## src/hdl/rpn_stack_evaluator_macros.svh

```systemverilog
// rpn_stack_evaluator_macros.svh: assertion macros shared by the RPN evaluator RTL.
// Uses the clk and rst_n names of the module that includes it.
`ifndef RPN_STACK_EVALUATOR_MACROS_SVH
`define RPN_STACK_EVALUATOR_MACROS_SVH

// Clocked check, off while reset is asserted.
`define RPN_ASSERT(label, prop, msg) \
    label: assert property (@(posedge clk) disable iff (!rst_n) prop) \
        else $error(msg);

// Condition that must never be true at a clock edge.
`define RPN_NEVER(label, cond, msg) \
    `RPN_ASSERT(label, !(cond), msg)

`endif

```

## src/hdl/rpn_pkg.sv

```systemverilog
// rpn_pkg: widths, token kinds, status codes and stack cell codes of the RPN evaluator.
// No dependencies; imported by every module of the block.
`default_nettype none

package rpn_pkg;

    localparam int STACK_DEPTH = 64;
    localparam int DATA_WIDTH  = 32;
    localparam int CNT_W       = $clog2(STACK_DEPTH + 1);
    localparam int DIV_CNT_W   = $clog2(DATA_WIDTH + 1);

    typedef logic signed [DATA_WIDTH-1:0] data_t;
    typedef logic [CNT_W-1:0]             count_t;
    typedef logic [2:0]                   kind_t;
    typedef logic [2:0]                   status_t;
    typedef logic [1:0]                   cell_op_t;

    localparam kind_t KIND_NUM = 3'd0;
    localparam kind_t KIND_ADD = 3'd1;
    localparam kind_t KIND_SUB = 3'd2;
    localparam kind_t KIND_MUL = 3'd3;
    localparam kind_t KIND_DIV = 3'd4;

    localparam status_t ST_OK      = 3'd0;
    localparam status_t ST_UNDER   = 3'd1;
    localparam status_t ST_OVER    = 3'd2;
    localparam status_t ST_DIVZERO = 3'd3;
    localparam status_t ST_EMPTY   = 3'd4;

    // hold, take the neighbor nearer the top, take the neighbor further down
    localparam cell_op_t CELL_HOLD    = 2'd0;
    localparam cell_op_t CELL_FROM_UP = 2'd1;
    localparam cell_op_t CELL_FROM_DN = 2'd2;

endpackage

`default_nettype wire

```

## src/hdl/rpn_cell.sv

```systemverilog
// rpn_cell: one entry of the shifting operand stack.
// Depends on rpn_pkg for the data type and cell codes.
`default_nettype none

module rpn_cell (
    input  wire              clk,
    input  rpn_pkg::cell_op_t op,
    input  rpn_pkg::data_t   from_up,
    input  rpn_pkg::data_t   from_dn,
    output rpn_pkg::data_t   value
);
    import rpn_pkg::*;

    data_t value_reg;
    data_t value_next;

    always_comb
    begin
        case (op)
            CELL_FROM_UP: value_next = from_up;
            CELL_FROM_DN: value_next = from_dn;
            default:      value_next = value_reg;
        endcase
    end

    always_ff @(posedge clk)
    begin
        value_reg <= value_next;
    end

    assign value = value_reg;

endmodule

`default_nettype wire

```

## config.mk

```make
export PLATFORM = sky130hd
export DESIGN_NAME = rpn_cell
export DESIGN_NICKNAME = d
export VERILOG_FILES = /design/src/hdl/rpn_stack_evaluator_macros.svh /design/src/hdl/rpn_pkg.sv /design/src/hdl/rpn_cell.sv
export SDC_FILE = /design/constraint.sdc
export NUM_CORES = 1
export LEC_CHECK = 0
export BUFFER_PORTS_ARGS = -buffer_cell sky130_fd_sc_hd__buf_4
export CAP_MARGIN = 10
export CORE_MARGIN = 2
export CORE_UTILIZATION = 39
export CTS_BUF_LIST = sky130_fd_sc_hd__clkbuf_8
export DETAILED_ROUTE_END_ITERATION = 12
export GPL_TIMING_DRIVEN = 1
export PLACE_DENSITY = 0.86
export REMOVE_ABC_BUFFERS = 1
export SYNTH_ARGS = -nofsm -noshare
export SYNTH_HDL_FRONTEND = slang
export SYNTH_SLANG_ARGS = --single-unit
```

## constraint.sdc

```tcl
create_clock -name clk -period 1.35 [get_ports clk]
set_input_delay 0.135 -clock clk [delete_from_list [all_inputs] [get_ports clk]]
set_output_delay 0.135 -clock clk [all_outputs]
set_load 0.1 [all_outputs]
```

Word-level counts from Yosys, hierarchy flattened
Cells that the tools add are included.

storage, ports and cells
  output and inout bits = 32
  bits in registers = 32
  logic and storage cells = 5

cells by class
  reduce and logical (&&, ||, !) cells = 1
  muxes and demuxes = 1
  equality and inequality tests = 2

operators by type and width
  cell                                           count
  case mux 32 bit (2 select lines)               1
  == test 2 x 1 -> 1 bit, second input constant  1
  == test 2 bit, second input constant           1
  nonzero test 2 bit                             1

Logic depth before layout (Yosys ltp)
  depth in word-level cells = 2
  depth in mapped cells = 5
  mapped depth without buffers = 3

Worst setup path before layout
No wires, ideal clock.

  kind = input-to-reg
  start = in op[0]
  end = reg value_reg[0] (netlist: value[0]), enable pin
  library setup time = 0.387 ns
  buffers on the path = 0
  arrival = 1.073 ns
  slack = -0.110 ns
  stages = 3
  path through = inv_1 -> ha_1 -> inv_1

on the way
  cells in the longest elaborated chain, start to end = 2
  elaborated cells on any way between the ends = 3
  those cells by class = eq/ne (2); reduce/logical (1)

RTL lines
  item                                                     line            source
  from (decl)                                              rpn_cell.sv:7   input rpn_pkg::cell_op_t op,
  == test 2 bit or == test 2 x 1 -> 1 bit (tied branches)  rpn_cell.sv:19  case (op)
  nonzero test 2 bit (no line) *                           n/a
  to (signal assigned)                                     rpn_cell.sv:28  value_reg <= value_next;
  to (decl)                                                rpn_cell.sv:14  data_t value_reg;

Every way passes the cells marked *; elsewhere a longest branch is shown, timed or not.
A chain may end at the register's enable or synchronous reset.

Worst setup path after layout
  start = reg value_reg[31] (netlist: value[31])
  end = out value[31]

RTL lines
  item       line            source
  to (decl)  rpn_cell.sv:10  output rpn_pkg::data_t value

No word-level cell between the ends.

==> impl_metrics.xml <==
<?xml version="1.0" encoding="UTF-8"?>
<metrics>
  <group name="status">
    <metric name="run_status" unit="">complete, no violations</metric>
  </group>
  <group name="synthesis">
    <metric name="synth_common_cells" unit="">sky130_fd_sc_hd__edfxtp_1 (32), sky130_fd_sc_hd__mux2_4 (30), sky130_fd_sc_hd__buf_12 (3), sky130_fd_sc_hd__inv_1 (2), sky130_fd_sc_hd__mux2_2 (2)</metric>
    <metric name="top_count_cell_post_synth" unit="">sky130_fd_sc_hd__edfxtp_1</metric>
    <metric name="edff_count_synth" unit="">32</metric>
    <metric name="synth.distinct_cells" unit="">7</metric>
    <metric name="ys_seq_elements" unit="">32</metric>
    <metric name="yosysWarningCount" unit="">0</metric>
    <metric name="synth_flop_cell" unit="">sky130_fd_sc_hd__edfxtp_1</metric>
    <metric name="portion_of_the_post_synthesis_area_used_by_sequential_elements" unit="%">63.0</metric>
    <metric name="syn_area" unit="um2">1530</metric>
    <metric name="synthesis.instances" unit="">71</metric>
    <metric name="proportion_of_netlist_area_held_by_the_largest_area_contributor" unit="%">63.0</metric>
    <metric name="netlist_top_cells_area" unit="">sky130_fd_sc_hd__edfxtp_1 (63%), sky130_fd_sc_hd__mux2_4 (30%), sky130_fd_sc_hd__buf_12 (3.9%)</metric>
    <metric name="syn_avg_cell_area" unit="um2">21.5</metric>
    <metric name="synth.largest_area_cell" unit="">sky130_fd_sc_hd__edfxtp_1</metric>
    <metric name="async_flop_share" unit="%">0</metric>
  </group>
  <group name="clocking">
    <metric name="cts_hold_repair.buffers" unit="">0</metric>
    <metric name="cts_tree" unit="">done</metric>
    <metric name="cts.clk_slew.worst_paths" unit="ps">60</metric>
    <metric name="clk_path_buf_depth" unit="">2</metric>
    <metric name="number_of_buffers_inserted_during_clock_tree_synthesis" unit="">5</metric>
    <metric name="cts_num_sinks" unit="">32</metric>
    <metric name="cts.htree.levels" unit="">2</metric>
    <metric name="cts.repair_timing.setup_buffer_count" unit="">0</metric>
    <metric name="number_of_cells_upsized_or_downsized_after_cts" unit="">0</metric>
    <metric name="root_buffer" unit="">sky130_fd_sc_hd__clkbuf_8</metric>
  </group>
  <group name="floorplan">
    <metric name="floorplan.die.height" unit="um">66.5</metric>
    <metric name="design.portCount" unit="">99</metric>
    <metric name="num_rows" unit="">22</metric>
    <metric name="die_area" unit="um2">4430</metric>
    <metric name="die_wd" unit="um">66.5</metric>
    <metric name="placeable_core_region" unit="um2">3720</metric>
    <metric name="starting_density" unit="%">41.0</metric>
  </group>
  <group name="sta">
    <metric name="slew_violations" unit="">0</metric>
    <metric name="rsz_0062_raised_after_global_routing" unit="">false</metric>
    <metric name="timing.max_slew.rel_slack" unit="%">80.9</metric>
    <metric name="post-route-period-util" unit="%">78.3</metric>
    <metric name="timing_worst_slew_pin_value" unit="ps">289</metric>
    <metric name="setup_ws" unit="ps">293</metric>
    <metric name="fin_setup_tns" unit="ps">0</metric>
    <metric name="report.final.setup_viol" unit="">0</metric>
    <metric name="hold_violations" unit="">0</metric>
    <metric name="layout_min_cycle_time" unit="ps">1060</metric>
    <metric name="fmax" unit="MHz">946</metric>
  </group>
  <group name="critical_path">
    <metric name="max_stage_delay" unit="ps">350</metric>
    <metric name="critPathCaptureType" unit="">primary output</metric>
    <metric name="required" unit="ps">1220</metric>
    <metric name="crit_type" unit="">reg -&gt; out</metric>
    <metric name="arrival" unit="ps">920</metric>
    <metric name="cpLargestDelayFamily" unit="">flip-flops</metric>
    <metric name="crit_path_start_kind" unit="">register</metric>
    <metric name="maximum_net_fanout_on_the_critical_path" unit="">1</metric>
    <metric name="critical_path.slowest_cell" unit="">sky130_fd_sc_hd__edfxtp_1</metric>
    <metric name="worst-path-buf-inv" unit="">1</metric>
    <metric name="path_cells" unit="">buf_4</metric>
  </group>
  <group name="worst_hold_path">
    <metric name="timing.hold.worst.class" unit="">in -&gt; reg</metric>
  </group>
  <group name="pwr">
    <metric name="leakage" unit="uW">0.00111</metric>
    <metric name="worst_ir_drop_vdd" unit="mV">0.474</metric>
    <metric name="power_density" unit="nW/um2">1560</metric>
  </group>
  <group name="global_routing">
    <metric name="grt_start_max_net_pins" unit="">33</metric>
    <metric name="antenna_found_initial" unit="">0</metric>
    <metric name="grt_first_pass_wirelength" unit="um">4640</metric>
    <metric name="grtUsageTotal" unit="%">15.2</metric>
    <metric name="vias_in_the_first_global_route" unit="">972</metric>
    <metric name="overflow" unit="">0</metric>
  </group>
  <group name="route">
    <metric name="routed-via-count" unit="">1009</metric>
    <metric name="drt-wirelength-per-cell" unit="um">15.2</metric>
    <metric name="route.final.wire_length" unit="um">3410</metric>
    <metric name="drcViolationCount" unit="">0</metric>
    <metric name="ant_nets" unit="">0</metric>
    <metric name="drtPass1Iterations" unit="">4</metric>
    <metric name="via_per_inst" unit="">4.50</metric>
    <metric name="drt_iter0_markers" unit="">74</metric>
  </group>
  <group name="placed_design">
    <metric name="place_ws" unit="ps">48.6</metric>
    <metric name="placed_area" unit="um2">2310</metric>
    <metric name="dp.cells" unit="">216</metric>
    <metric name="numPortBuffers" unit="">98</metric>
    <metric name="place.gp.congestion" unit="">0.662</metric>
  </group>
  <group name="final_layout">
    <metric name="final_cells" unit="">224</metric>
    <metric name="layout_overhead_on_the_synthesized_area" unit="%">58.6</metric>
    <metric name="final_layout_size_suffix_gt1_share" unit="%">79.5</metric>
    <metric name="largest_reg_flops" unit="">32</metric>
    <metric name="finalNetCount" unit="">243</metric>
    <metric name="antenna_cells" unit="">0</metric>
    <metric name="n_fill_cell" unit="">272</metric>
    <metric name="fin_area" unit="um2">2420</metric>
  </group>
  <group name="flow_run">
    <metric name="max_cap_violations" unit="">0</metric>
  </group>
</metrics>
==> logic make-up after synthesis <==
kind of cell               count (synthesis)  synth area share, %
buffers and inverters                      6                 5.17
DFF                                       32                 63.0
adders and majority gates                  1                0.820
muxes                                     32                 31.0
==> layout by cell type (no fill, tap or decap) <==
master	Yosys	layout
sky130_fd_sc_hd__buf_12	3	3
sky130_fd_sc_hd__buf_4	0	98
sky130_fd_sc_hd__bufinv_16	0	1
sky130_fd_sc_hd__clkbuf_8	0	5
sky130_fd_sc_hd__clkinv_1	0	2
sky130_fd_sc_hd__edfxtp_1	32	32
sky130_fd_sc_hd__ha_2	0	1
sky130_fd_sc_hd__inv_1	2	2
sky130_fd_sc_hd__mux2_2	2	2
sky130_fd_sc_hd__mux2_4	30	30
==> per-stage QoR <==
step / utilization (%) / total power, uW / hold slack [ps]
finish: 65.1 / 3780 / 160
detailed placement: 62.2 / 2950 / 439
global route: 65.1 / 3900 / 141
global placement: 62.2 / 2930 / 436
floorplan: - / 2530 / 353
CTS: 65.1 / 3820 / 147
==> power by group <==
part	switching (uW)	leakage, uW	internal [uW]
registers	43.7	0.000313	1270
clock network	322	0.0000532	537
logic	1190	0.000747	424
total	1550	0.00111	2230
==> layer usage <==
layer	track usage [%]	part of all wire [%]	vias up
met4	6.12	1.0	0
met3	6.42	12	4
met1	16.0	36	457
met5	0	0	-
li1	-	-	481
met2	26.6	51	67
==> final timing paths <==
| path | from | end | slack (ps) | cells after the start |
|---|---|---|---|---|
| setup / recovery | value[31] | value[31] | 290 | 1 |
| hold / removal | from_up[22] | value[22] | 160 | 2 |
==> layout make-up <==
| cell class | instances | area, um2 | area share [%] |
|---|---|---|---|
| Clock buffer | 5 | 68.8 | 2.85 |
| Clock inverter | 3 | 37.5 | 1.55 |
| Inverter | 2 | 7.51 | 0.310 |
| Multi-Input combinational cell | 33 | 488 | 20.2 |
| Sequential cell | 32 | 961 | 39.7 |
| Tap cell | 48 | 60.1 | 2.48 |
| Timing Repair Buffer | 101 | 796 | 32.9 |
No activity file was read; power rests on OpenSTA's default activity.
