### config.mk
export PLATFORM = sky130hd
export DESIGN_NAME = rpn_div
export DESIGN_NICKNAME = d
export VERILOG_FILES = /design/src/hdl/rpn_pkg.sv /design/src/hdl/rpn_div.sv
export VERILOG_INCLUDE_DIRS = /design/src /design/src/hdl
export SDC_FILE = /design/constraint.sdc
export NUM_CORES = 1
export LEC_CHECK = 0
export BUFFER_PORTS_ARGS = -buffer_cell sky130_fd_sc_hd__clkbuf_2
export CAP_MARGIN = 20
export CORE_UTILIZATION = 35
export CTS_CLUSTER_DIAMETER = 120
export DETAILED_ROUTE_END_ITERATION = 8
export MAX_ROUTING_LAYER = met4
export SLEW_MARGIN = 20
export SYNTH_ARGS = -nofsm -noshare
export SYNTH_HDL_FRONTEND = slang
export SYNTH_SLANG_ARGS = --single-unit
### constraint.sdc
create_clock -name clk -period 3.1 [get_ports clk]
set_input_delay 0.62 -clock clk [delete_from_list [all_inputs] [get_ports clk]]
set_output_delay 0.62 -clock clk [all_outputs]
set_load 0.05 [all_outputs]
### src/hdl/rpn_stack_evaluator_macros.svh
// rpn_stack_evaluator_macros.svh: assertion macros shared by the RPN evaluator RTL.
// Uses the clk and rst_n names of the module that includes it.
`ifndef RPN_STACK_EVALUATOR_MACROS_SVH
`define RPN_STACK_EVALUATOR_MACROS_SVH

// Clocked check, off while reset is asserted.
`define RPN_ASSERT(label, prop, msg) \
    label: assert property (@(posedge clk) disable iff (!rst_n) prop) \
        else $error(msg);

// Condition that must never be true at a clock edge.
`define RPN_NEVER(label, cond, msg) \
    `RPN_ASSERT(label, !(cond), msg)

`endif

### src/hdl/rpn_pkg.sv
// rpn_pkg: widths, token kinds, status codes and stack cell codes of the RPN evaluator.
// No dependencies; imported by every module of the block.
`default_nettype none

package rpn_pkg;

    localparam int STACK_DEPTH = 64;
    localparam int DATA_WIDTH  = 32;
    localparam int CNT_W       = $clog2(STACK_DEPTH + 1);
    localparam int DIV_CNT_W   = $clog2(DATA_WIDTH + 1);

    typedef logic signed [DATA_WIDTH-1:0] data_t;
    typedef logic [CNT_W-1:0]             count_t;
    typedef logic [2:0]                   kind_t;
    typedef logic [2:0]                   status_t;
    typedef logic [1:0]                   cell_op_t;

    localparam kind_t KIND_NUM = 3'd0;
    localparam kind_t KIND_ADD = 3'd1;
    localparam kind_t KIND_SUB = 3'd2;
    localparam kind_t KIND_MUL = 3'd3;
    localparam kind_t KIND_DIV = 3'd4;

    localparam status_t ST_OK      = 3'd0;
    localparam status_t ST_UNDER   = 3'd1;
    localparam status_t ST_OVER    = 3'd2;
    localparam status_t ST_DIVZERO = 3'd3;
    localparam status_t ST_EMPTY   = 3'd4;

    // hold, take the neighbor nearer the top, take the neighbor further down
    localparam cell_op_t CELL_HOLD    = 2'd0;
    localparam cell_op_t CELL_FROM_UP = 2'd1;
    localparam cell_op_t CELL_FROM_DN = 2'd2;

endpackage

`default_nettype wire

### src/hdl/rpn_div.sv
// rpn_div: iterative signed divider, one quotient bit per cycle, truncating toward zero.
// Depends on rpn_pkg and the assertion macros header.
`default_nettype none
`include "rpn_stack_evaluator_macros.svh"

module rpn_div (
    input  wire             clk,
    input  wire             rst_n,
    input  wire             start,
    input  rpn_pkg::data_t  dividend,
    input  rpn_pkg::data_t  divisor,
    output logic            done,
    output rpn_pkg::data_t  quotient
);
    import rpn_pkg::*;

    logic                   busy_reg;
    logic                   busy_next;
    logic                   done_reg;
    logic                   done_next;
    logic [DIV_CNT_W-1:0]   cnt_reg;
    logic [DIV_CNT_W-1:0]   cnt_next;
    logic [DATA_WIDTH-1:0]  rem_reg;
    logic [DATA_WIDTH-1:0]  rem_next;
    logic [DATA_WIDTH-1:0]  quo_reg;
    logic [DATA_WIDTH-1:0]  quo_next;
    logic [DATA_WIDTH-1:0]  dsr_reg;
    logic [DATA_WIDTH-1:0]  dsr_next;
    logic                   neg_reg;
    logic                   neg_next;
    logic [DATA_WIDTH-1:0]  mag_a;
    logic [DATA_WIDTH-1:0]  mag_b;
    logic [DATA_WIDTH:0]    shifted;
    logic [DATA_WIDTH:0]    trial;

    assign mag_a   = dividend[DATA_WIDTH-1] ? (~dividend + 1'b1) : dividend;
    assign mag_b   = divisor[DATA_WIDTH-1]  ? (~divisor + 1'b1)  : divisor;
    assign shifted = {rem_reg, quo_reg[DATA_WIDTH-1]};
    assign trial   = shifted - {1'b0, dsr_reg};

    always_comb
    begin
        busy_next = busy_reg;
        done_next = 1'b0;
        cnt_next  = cnt_reg;
        rem_next  = rem_reg;
        quo_next  = quo_reg;
        dsr_next  = dsr_reg;
        neg_next  = neg_reg;
        if (start)
        begin
            busy_next = 1'b1;
            cnt_next  = DIV_CNT_W'(DATA_WIDTH);
            rem_next  = '0;
            quo_next  = mag_a;
            dsr_next  = mag_b;
            neg_next  = dividend[DATA_WIDTH-1] ^ divisor[DATA_WIDTH-1];
        end
        else if (busy_reg)
        begin
            // restoring step: keep the difference when it did not go negative
            if (!trial[DATA_WIDTH])
            begin
                rem_next = trial[DATA_WIDTH-1:0];
                quo_next = {quo_reg[DATA_WIDTH-2:0], 1'b1};
            end
            else
            begin
                rem_next = shifted[DATA_WIDTH-1:0];
                quo_next = {quo_reg[DATA_WIDTH-2:0], 1'b0};
            end
            cnt_next = cnt_reg - 1'b1;
            if (cnt_reg == DIV_CNT_W'(1))
            begin
                busy_next = 1'b0;
                done_next = 1'b1;
            end
        end
    end

    always_ff @(posedge clk or negedge rst_n)
    begin
        if (!rst_n)
        begin
            busy_reg <= 1'b0;
            done_reg <= 1'b0;
            cnt_reg  <= '0;
        end
        else
        begin
            busy_reg <= busy_next;
            done_reg <= done_next;
            cnt_reg  <= cnt_next;
        end
    end

    always_ff @(posedge clk)
    begin
        rem_reg <= rem_next;
        quo_reg <= quo_next;
        dsr_reg <= dsr_next;
        neg_reg <= neg_next;
    end

    assign done     = done_reg;
    assign quotient = neg_reg ? data_t'(~quo_reg + 1'b1) : data_t'(quo_reg);

    `RPN_NEVER(a_div_done_while_busy, done_reg && busy_reg, "divider done while still busy")
    `RPN_NEVER(a_div_start_while_busy, start && busy_reg, "divider started while busy")
    `RPN_ASSERT(a_div_done_after_run, $fell(busy_reg) |-> done_reg, "divider run ended without done")

endmodule

`default_nettype wire
Word-level counts from Yosys, hierarchy flattened
Cells that the tools add are included.
{"block": "op_classes", "add_sub_neg": 5, "n_eq_ne": 1, "muxes": 15, "bitwise_logic": 4, "n_reduce_logical": 1}
{"operator": "32-bit 2-to-1 mux", "count": 5}
{"operator": "32-bit by 1-bit adder with 32-bit output (second input constant)", "count": 3}
{"operator": "32-bit inverter", "count": 3}
{"operator": "33-bit by 32-bit subtractor with 33-bit output", "count": 1}
{"operator": "31-bit 2-to-1 mux", "count": 1}
{"operator": "6-bit 2-to-1 mux", "count": 2}
{"operator": "1-bit 2-to-1 mux", "count": 7}
{"operator": "6-bit by 1-bit equality test with 1-bit output (second input constant)", "count": 1}
{"operator": "6-bit by 1-bit subtractor with 6-bit output (second input constant)", "count": 1}
{"operator": "2-bit nonzero test", "count": 1}
{"operator": "1-bit XOR", "count": 1}
{"block": "totals", "register_bits": 105, "input_bits": 67, "out_inout_bits": 33, "wordCells": 34}

Longest topological paths before layout
{"block": "depth", "word_depth": 4, "depth_mapped": 14, "mapped_depth_nobuf": 13}

Worst setup path after synthesis
Ideal clock, no wire load.
{"block": "synth_path", "path_type": "input port to flip-flop", "startpoint": "in dividend[8]", "endpoint": "reg quo_reg[28] (data pin)", "setup_time_ns": 0.270, "arrival_time_ns": 2.955, "required_time_ns": 2.830, "setup_slack_ns": -0.126, "cell_stages": 8, "path_buffers": 0, "path_cell_list": "or4_4 > or3_1 > or4_4 > nand2b_4 > or4_4 > o31ai_2 > xor2_1 > a21oi_1"}
{"block": "synth_via", "elab_chain_len": 4}
{"item": "from (decl)", "line": "rpn_div.sv:10", "source": "input rpn_pkg::data_t dividend,"}
{"item": "32-bit inverter", "line": "rpn_div.sv:36", "source": "assign mag_a = dividend[DATA_WIDTH-1] ? (~dividend + 1'b1) : dividend;"}
{"item": "32-bit by 1-bit adder with 32-bit output", "line": "rpn_div.sv:36"}
{"item": "32-bit 2-to-1 mux", "line": "rpn_div.sv:36"}
{"item": "32-bit 2-to-1 mux", "line": "rpn_div.sv:50", "source": "if (start)"}
{"item": "via quo_next[28]", "line": "rpn_div.sv:26", "source": "logic [DATA_WIDTH-1:0] quo_next;"}
{"item": "to (signal assigned)", "line": "rpn_div.sv:100", "source": "quo_reg <= quo_next;"}
{"item": "to (decl)", "line": "rpn_div.sv:25", "source": "logic [DATA_WIDTH-1:0] quo_reg;"}
The timed path passes the listed nets, and every way through them passes these cells.
A chain may end at the register's enable or synchronous reset.

Worst setup path in the final report
{"block": "layout_path", "startpoint": "reg quo_reg[18]", "endpoint": "out quotient[28]"}
{"block": "layout_via", "elab_chain_len": 3}
{"item": "32-bit inverter", "line": "rpn_div.sv:106", "source": "assign quotient = neg_reg ? data_t'(~quo_reg + 1'b1) : data_t'(quo_reg);"}
{"item": "32-bit by 1-bit adder with 32-bit output", "line": "rpn_div.sv:106"}
{"item": "32-bit 2-to-1 mux", "line": "rpn_div.sv:106"}
{"item": "to (decl)", "line": "rpn_div.sv:13", "source": "output rpn_pkg::data_t quotient"}
Every way passes these cells.

==> flow_summary.ini <==
[run_status]
status = complete, but fails checks
violations = setup timing

[placed_design]
placed_cell_area_um2 = 9169
placedCellCount = 1314
number_of_port_buffers = 99
place_hpwl_mm = 14.23
place.gp.congestion = 0.9089
detailedPlace.worstSlack_ns = -0.3187

[synthesis]
syn_avg_cell_area_um2 = 8.666
synthTopCellsByArea = edfxtp_1, xnor2_1, dfxtp_1
post_synth_edffs = 65
postSynth.topFlopCell = edfxtp_1
gate_count_post_synth = 883
synth.ff_latch_count = 105
synth_top_area_share_pct = 25.51
post_synthesis_net_count = 988
yosysWarningCount = 0
synthDominantAreaCellType = edfxtp_1
synth.distinct_cells = 66
netlist_area_um2 = 7652
synth_sequential_area_ratio_pct = 36.49
synth_async_sr_flop_share_pct = 7.619

[setup_path]
crit_chain = or4_4 > nor3_4 > nand2_2 > or2_4 > nor4_4 > nand2b_1 > o31ai_1 > buf_4 > xnor2_2 > buf_8
crit_path_max_fanout = 3
r2r_setup_slack_ns = -0.05
timing.critical_path.slowest_stage_cell = or4_4
rr_startpoint = quo_reg[31]$_DFFE_PP_
worst_reg2reg_path_endpoint = rem_reg[22]$_SDFFE_PP0P_
timing.critical_path.arrival_ns = 2.78
critical_path.startpoint = quo_reg[18]$_DFFE_PP_
timing.critical_path.from_type = flop
end_kind = primary output
timing.reg2reg.worst_path_depth = 15
worst_path_dominant_cell_family = simple AND/OR/NAND/NOR gates
critical_path.max_stage_delay_ns = 0.58
crit_buf_inv = 2
worst_ep_required_time_ns = 2.48
path_class = reg -> out

[route]
detail_route.iter0.violations = 415
routed_wirelength_mm = 20.53
vias_per_cell = 5.190
routedLengthMet1_mm = 9.420
routed_wire_length_per_instance_um = 15.15
topRoutingLayerUsed = met4
drt.antenna.violating_nets = 0
firstDrtPassIters = 5
num_vias = 7033
route.met3.wl_mm = 1.075
met2_length_mm = 9.721
drcViolationCount = 0

[power]
share_comb_of_total_power_pct = 61.2
maximum_ir_drop_on_the_vdd_rail_v = 0.0003454
netSwitchingFraction_pct = 43.09
share_clk_of_total_power_pct = 13.3
internal_power_mw = 4.977
switching_power_mw = 3.769
power_frac_seq_pct = 25.4
power_mw = 8.746
p_leak_nw = 4.456
powerDensity_nw_per_um2 = 824.9

[die]
io_pins = 100
placeableCoreArea_um2 = 21220
die_width_um = 149.9
dieArea_um2 = 22460
row_count = 53
start_util_pct = 36.06
die_height_um = 149.9

[sta]
maxSlewHeadroom_pct = 52.92
finClkSkew_ns = 0.007258
final-max-slew-violation-count = 0
period_share_pct = 109.8
final_hold_viol_count = 0
fin_crit_ns = 3.405
max_freq_mhz = 293.7
worst_slack_ns = -0.3047
worstMarginPinSlew_ns = 0.7063
unrepaired_setup_endpoints_after_global_routing = true
setup_violations = 17

[min_path]
hold_path.class = in -> async

[global_route]
gr-total-overflow = 0
grt_max_degree = 117
number_of_global_route_vias_before_repair = 6538
first_pass_grt_wire_length_mm = 32.04
antenna_found_initial = 0
grt_usage_pct = 18.57

[clock_tree]
buffer_cell_driving_the_clock_tree_root = clkbuf_16
clock_insertion_delay_worst_skew_ns = 0.35
total_number_of_clock_tree_sinks = 105
count_of_h_tree_levels_built_during_cts = 3
clkSlewWorstSetupHoldPaths_ns = 0.07
tritoncts_buffers = 9
cts_tree = built
cts_hold_repair.buffers = 0
clock_path_buffers = 2

[cells_and_area]
areaGrowthSynthToFinish_pct = 38.56
finish.net_count = 1180
most_common_cell_after_layout_fill_and_taps_aside = buf_4
antenna-diode-count = 0
util_after_layout_pct = 49.96
stdcell_area_um2 = 10600
layoutNonFillerInstCount = 1355
fillers = 2002
most-common-layout-cells = buf_4, nor2_1, clkbuf_2, xnor2_1, edfxtp_1
drive_above_1_share_pct = 33.15

[job]
max-cap-violations = 0
## per-layer routing
| metal | GRT usage, % | vias up |
|---|---|---|
| li1 | - | 3564 |
| met4 | 5.505 | 0 |
| met3 | 1.982 | 20 |
| met5 | - | - |
| met1 | 24.19 | 3247 |
| met2 | 30.28 | 202 |
## power groups by stage
| stage | registers [mW] | logic [mW] | clock network (mW) |
|---|---|---|---|
| after floorplan | 2.11 | 2.80 | 0 |
| after global placement | 2.19 | 3.86 | 0 |
| after detailed placement | 2.19 | 3.89 | 0 |
| after CTS | 2.18 | 4.58 | 1.20 |
| after global routing | 2.27 | 5.79 | 1.25 |
| final | 2.23 | 5.36 | 1.17 |
## timing repair
action                                  4_1_cts  5_1_grt
gates cloned                                  5        3
endpoints found under the setup margin       50       58
pin swaps                                    29       53
setup buffers                                 8       12
gates resized for setup                      86      123
hold endpoints to repair                      0        0
## final cells by class
| class | instances | area, um^2 | share of cell area (%) |
|---|---|---|---|
| clock buffers | 10 | 229.0 | 2.160 |
| flip-flops and latches | 105 | 2794 | 26.35 |
| clock inverters | 6 | 66.31 | 0.6254 |
| repair buffers | 220 | 1772 | 16.71 |
| well taps | 275 | 344.1 | 3.245 |
| multi-input cells | 687 | 5202 | 49.07 |
| inverters | 52 | 195.2 | 1.841 |
## cells by family after synthesis
group	after synthesis	share of synthesized area, %
AND/OR/NAND/NOR	266	16.87
AO/OA/AOI/OAI	256	21.13
XOR/XNOR	121	13.85
flip-flops	105	36.49
buffers and inverters	91	4.529
adder cells (fa/ha/maj)	38	6.311
multiplexers	6	0.8175
## how the worst max path moves through the flow
stage / to / slack (ns) / cells past startpoint
finish: quotient[28] / -0.30 / 10
global route: quotient[28] / -0.44 / 10
CTS: quotient[28] / -0.31 / 10
detailed placement: quo_reg[28]$_DFFE_PP_ / -0.32 / 9
global placement: quo_reg[28]$_DFFE_PP_ / -0.31 / 9
floorplan: quo_reg[28]$_DFFE_PP_ / -0.13 / 8
## worst register-to-register path, stage by stage, from the launching register on
cell and delay, ns:
edfxtp_1 0.38, inv_1 0.06, ha_2 0.20, fa_2 0.39, nand2b_4 0.16, a21oi_4 0.13, o211ai_1 0.18, a211oi_2 0.23
buf_4 0.16, o21ai_4 0.07, a21oi_4 0.23, xnor2_4 0.22, buf_6 0.16, mux2_4 0.29, mux2i_1 0.13, nor2_1 0.05
## Yosys cell counts (all sizes together), types with 3 or more instances
| cell | instances |
|---|---|
| a211oi | 24 |
| a21o | 11 |
| a21oi | 90 |
| a32oi | 3 |
| and3 | 5 |
| buf | 6 |
| clkbuf | 33 |
| dfrtp | 8 |
| dfxtp | 32 |
| edfxtp | 65 |
| ha | 37 |
| inv | 52 |
| mux2i | 4 |
| nand2 | 64 |
| nand2b | 18 |
| nand3 | 14 |
| nand3b | 3 |
| nand4 | 3 |
| nor2 | 98 |
| nor2b | 6 |
| nor3 | 12 |
| nor3b | 3 |
| nor4 | 6 |
| o211a | 3 |
| o211ai | 8 |
| o21ai | 56 |
| o31ai | 26 |
| o41ai | 12 |
| or2 | 3 |
| or3 | 12 |
| or4 | 12 |
| xnor2 | 77 |
| xor2 | 44 |
## through the flow
stage                     hold slack [ns]  TNS (ns)
final                              0.1046    -2.602
after global routing              0.09906    -8.112
after CTS                         0.09896    -3.061
after detailed placement           0.4792    -6.489
after global placement             0.4813    -3.400
after floorplan                    0.3244   -0.3599
(Power assumes the default switching activity.)
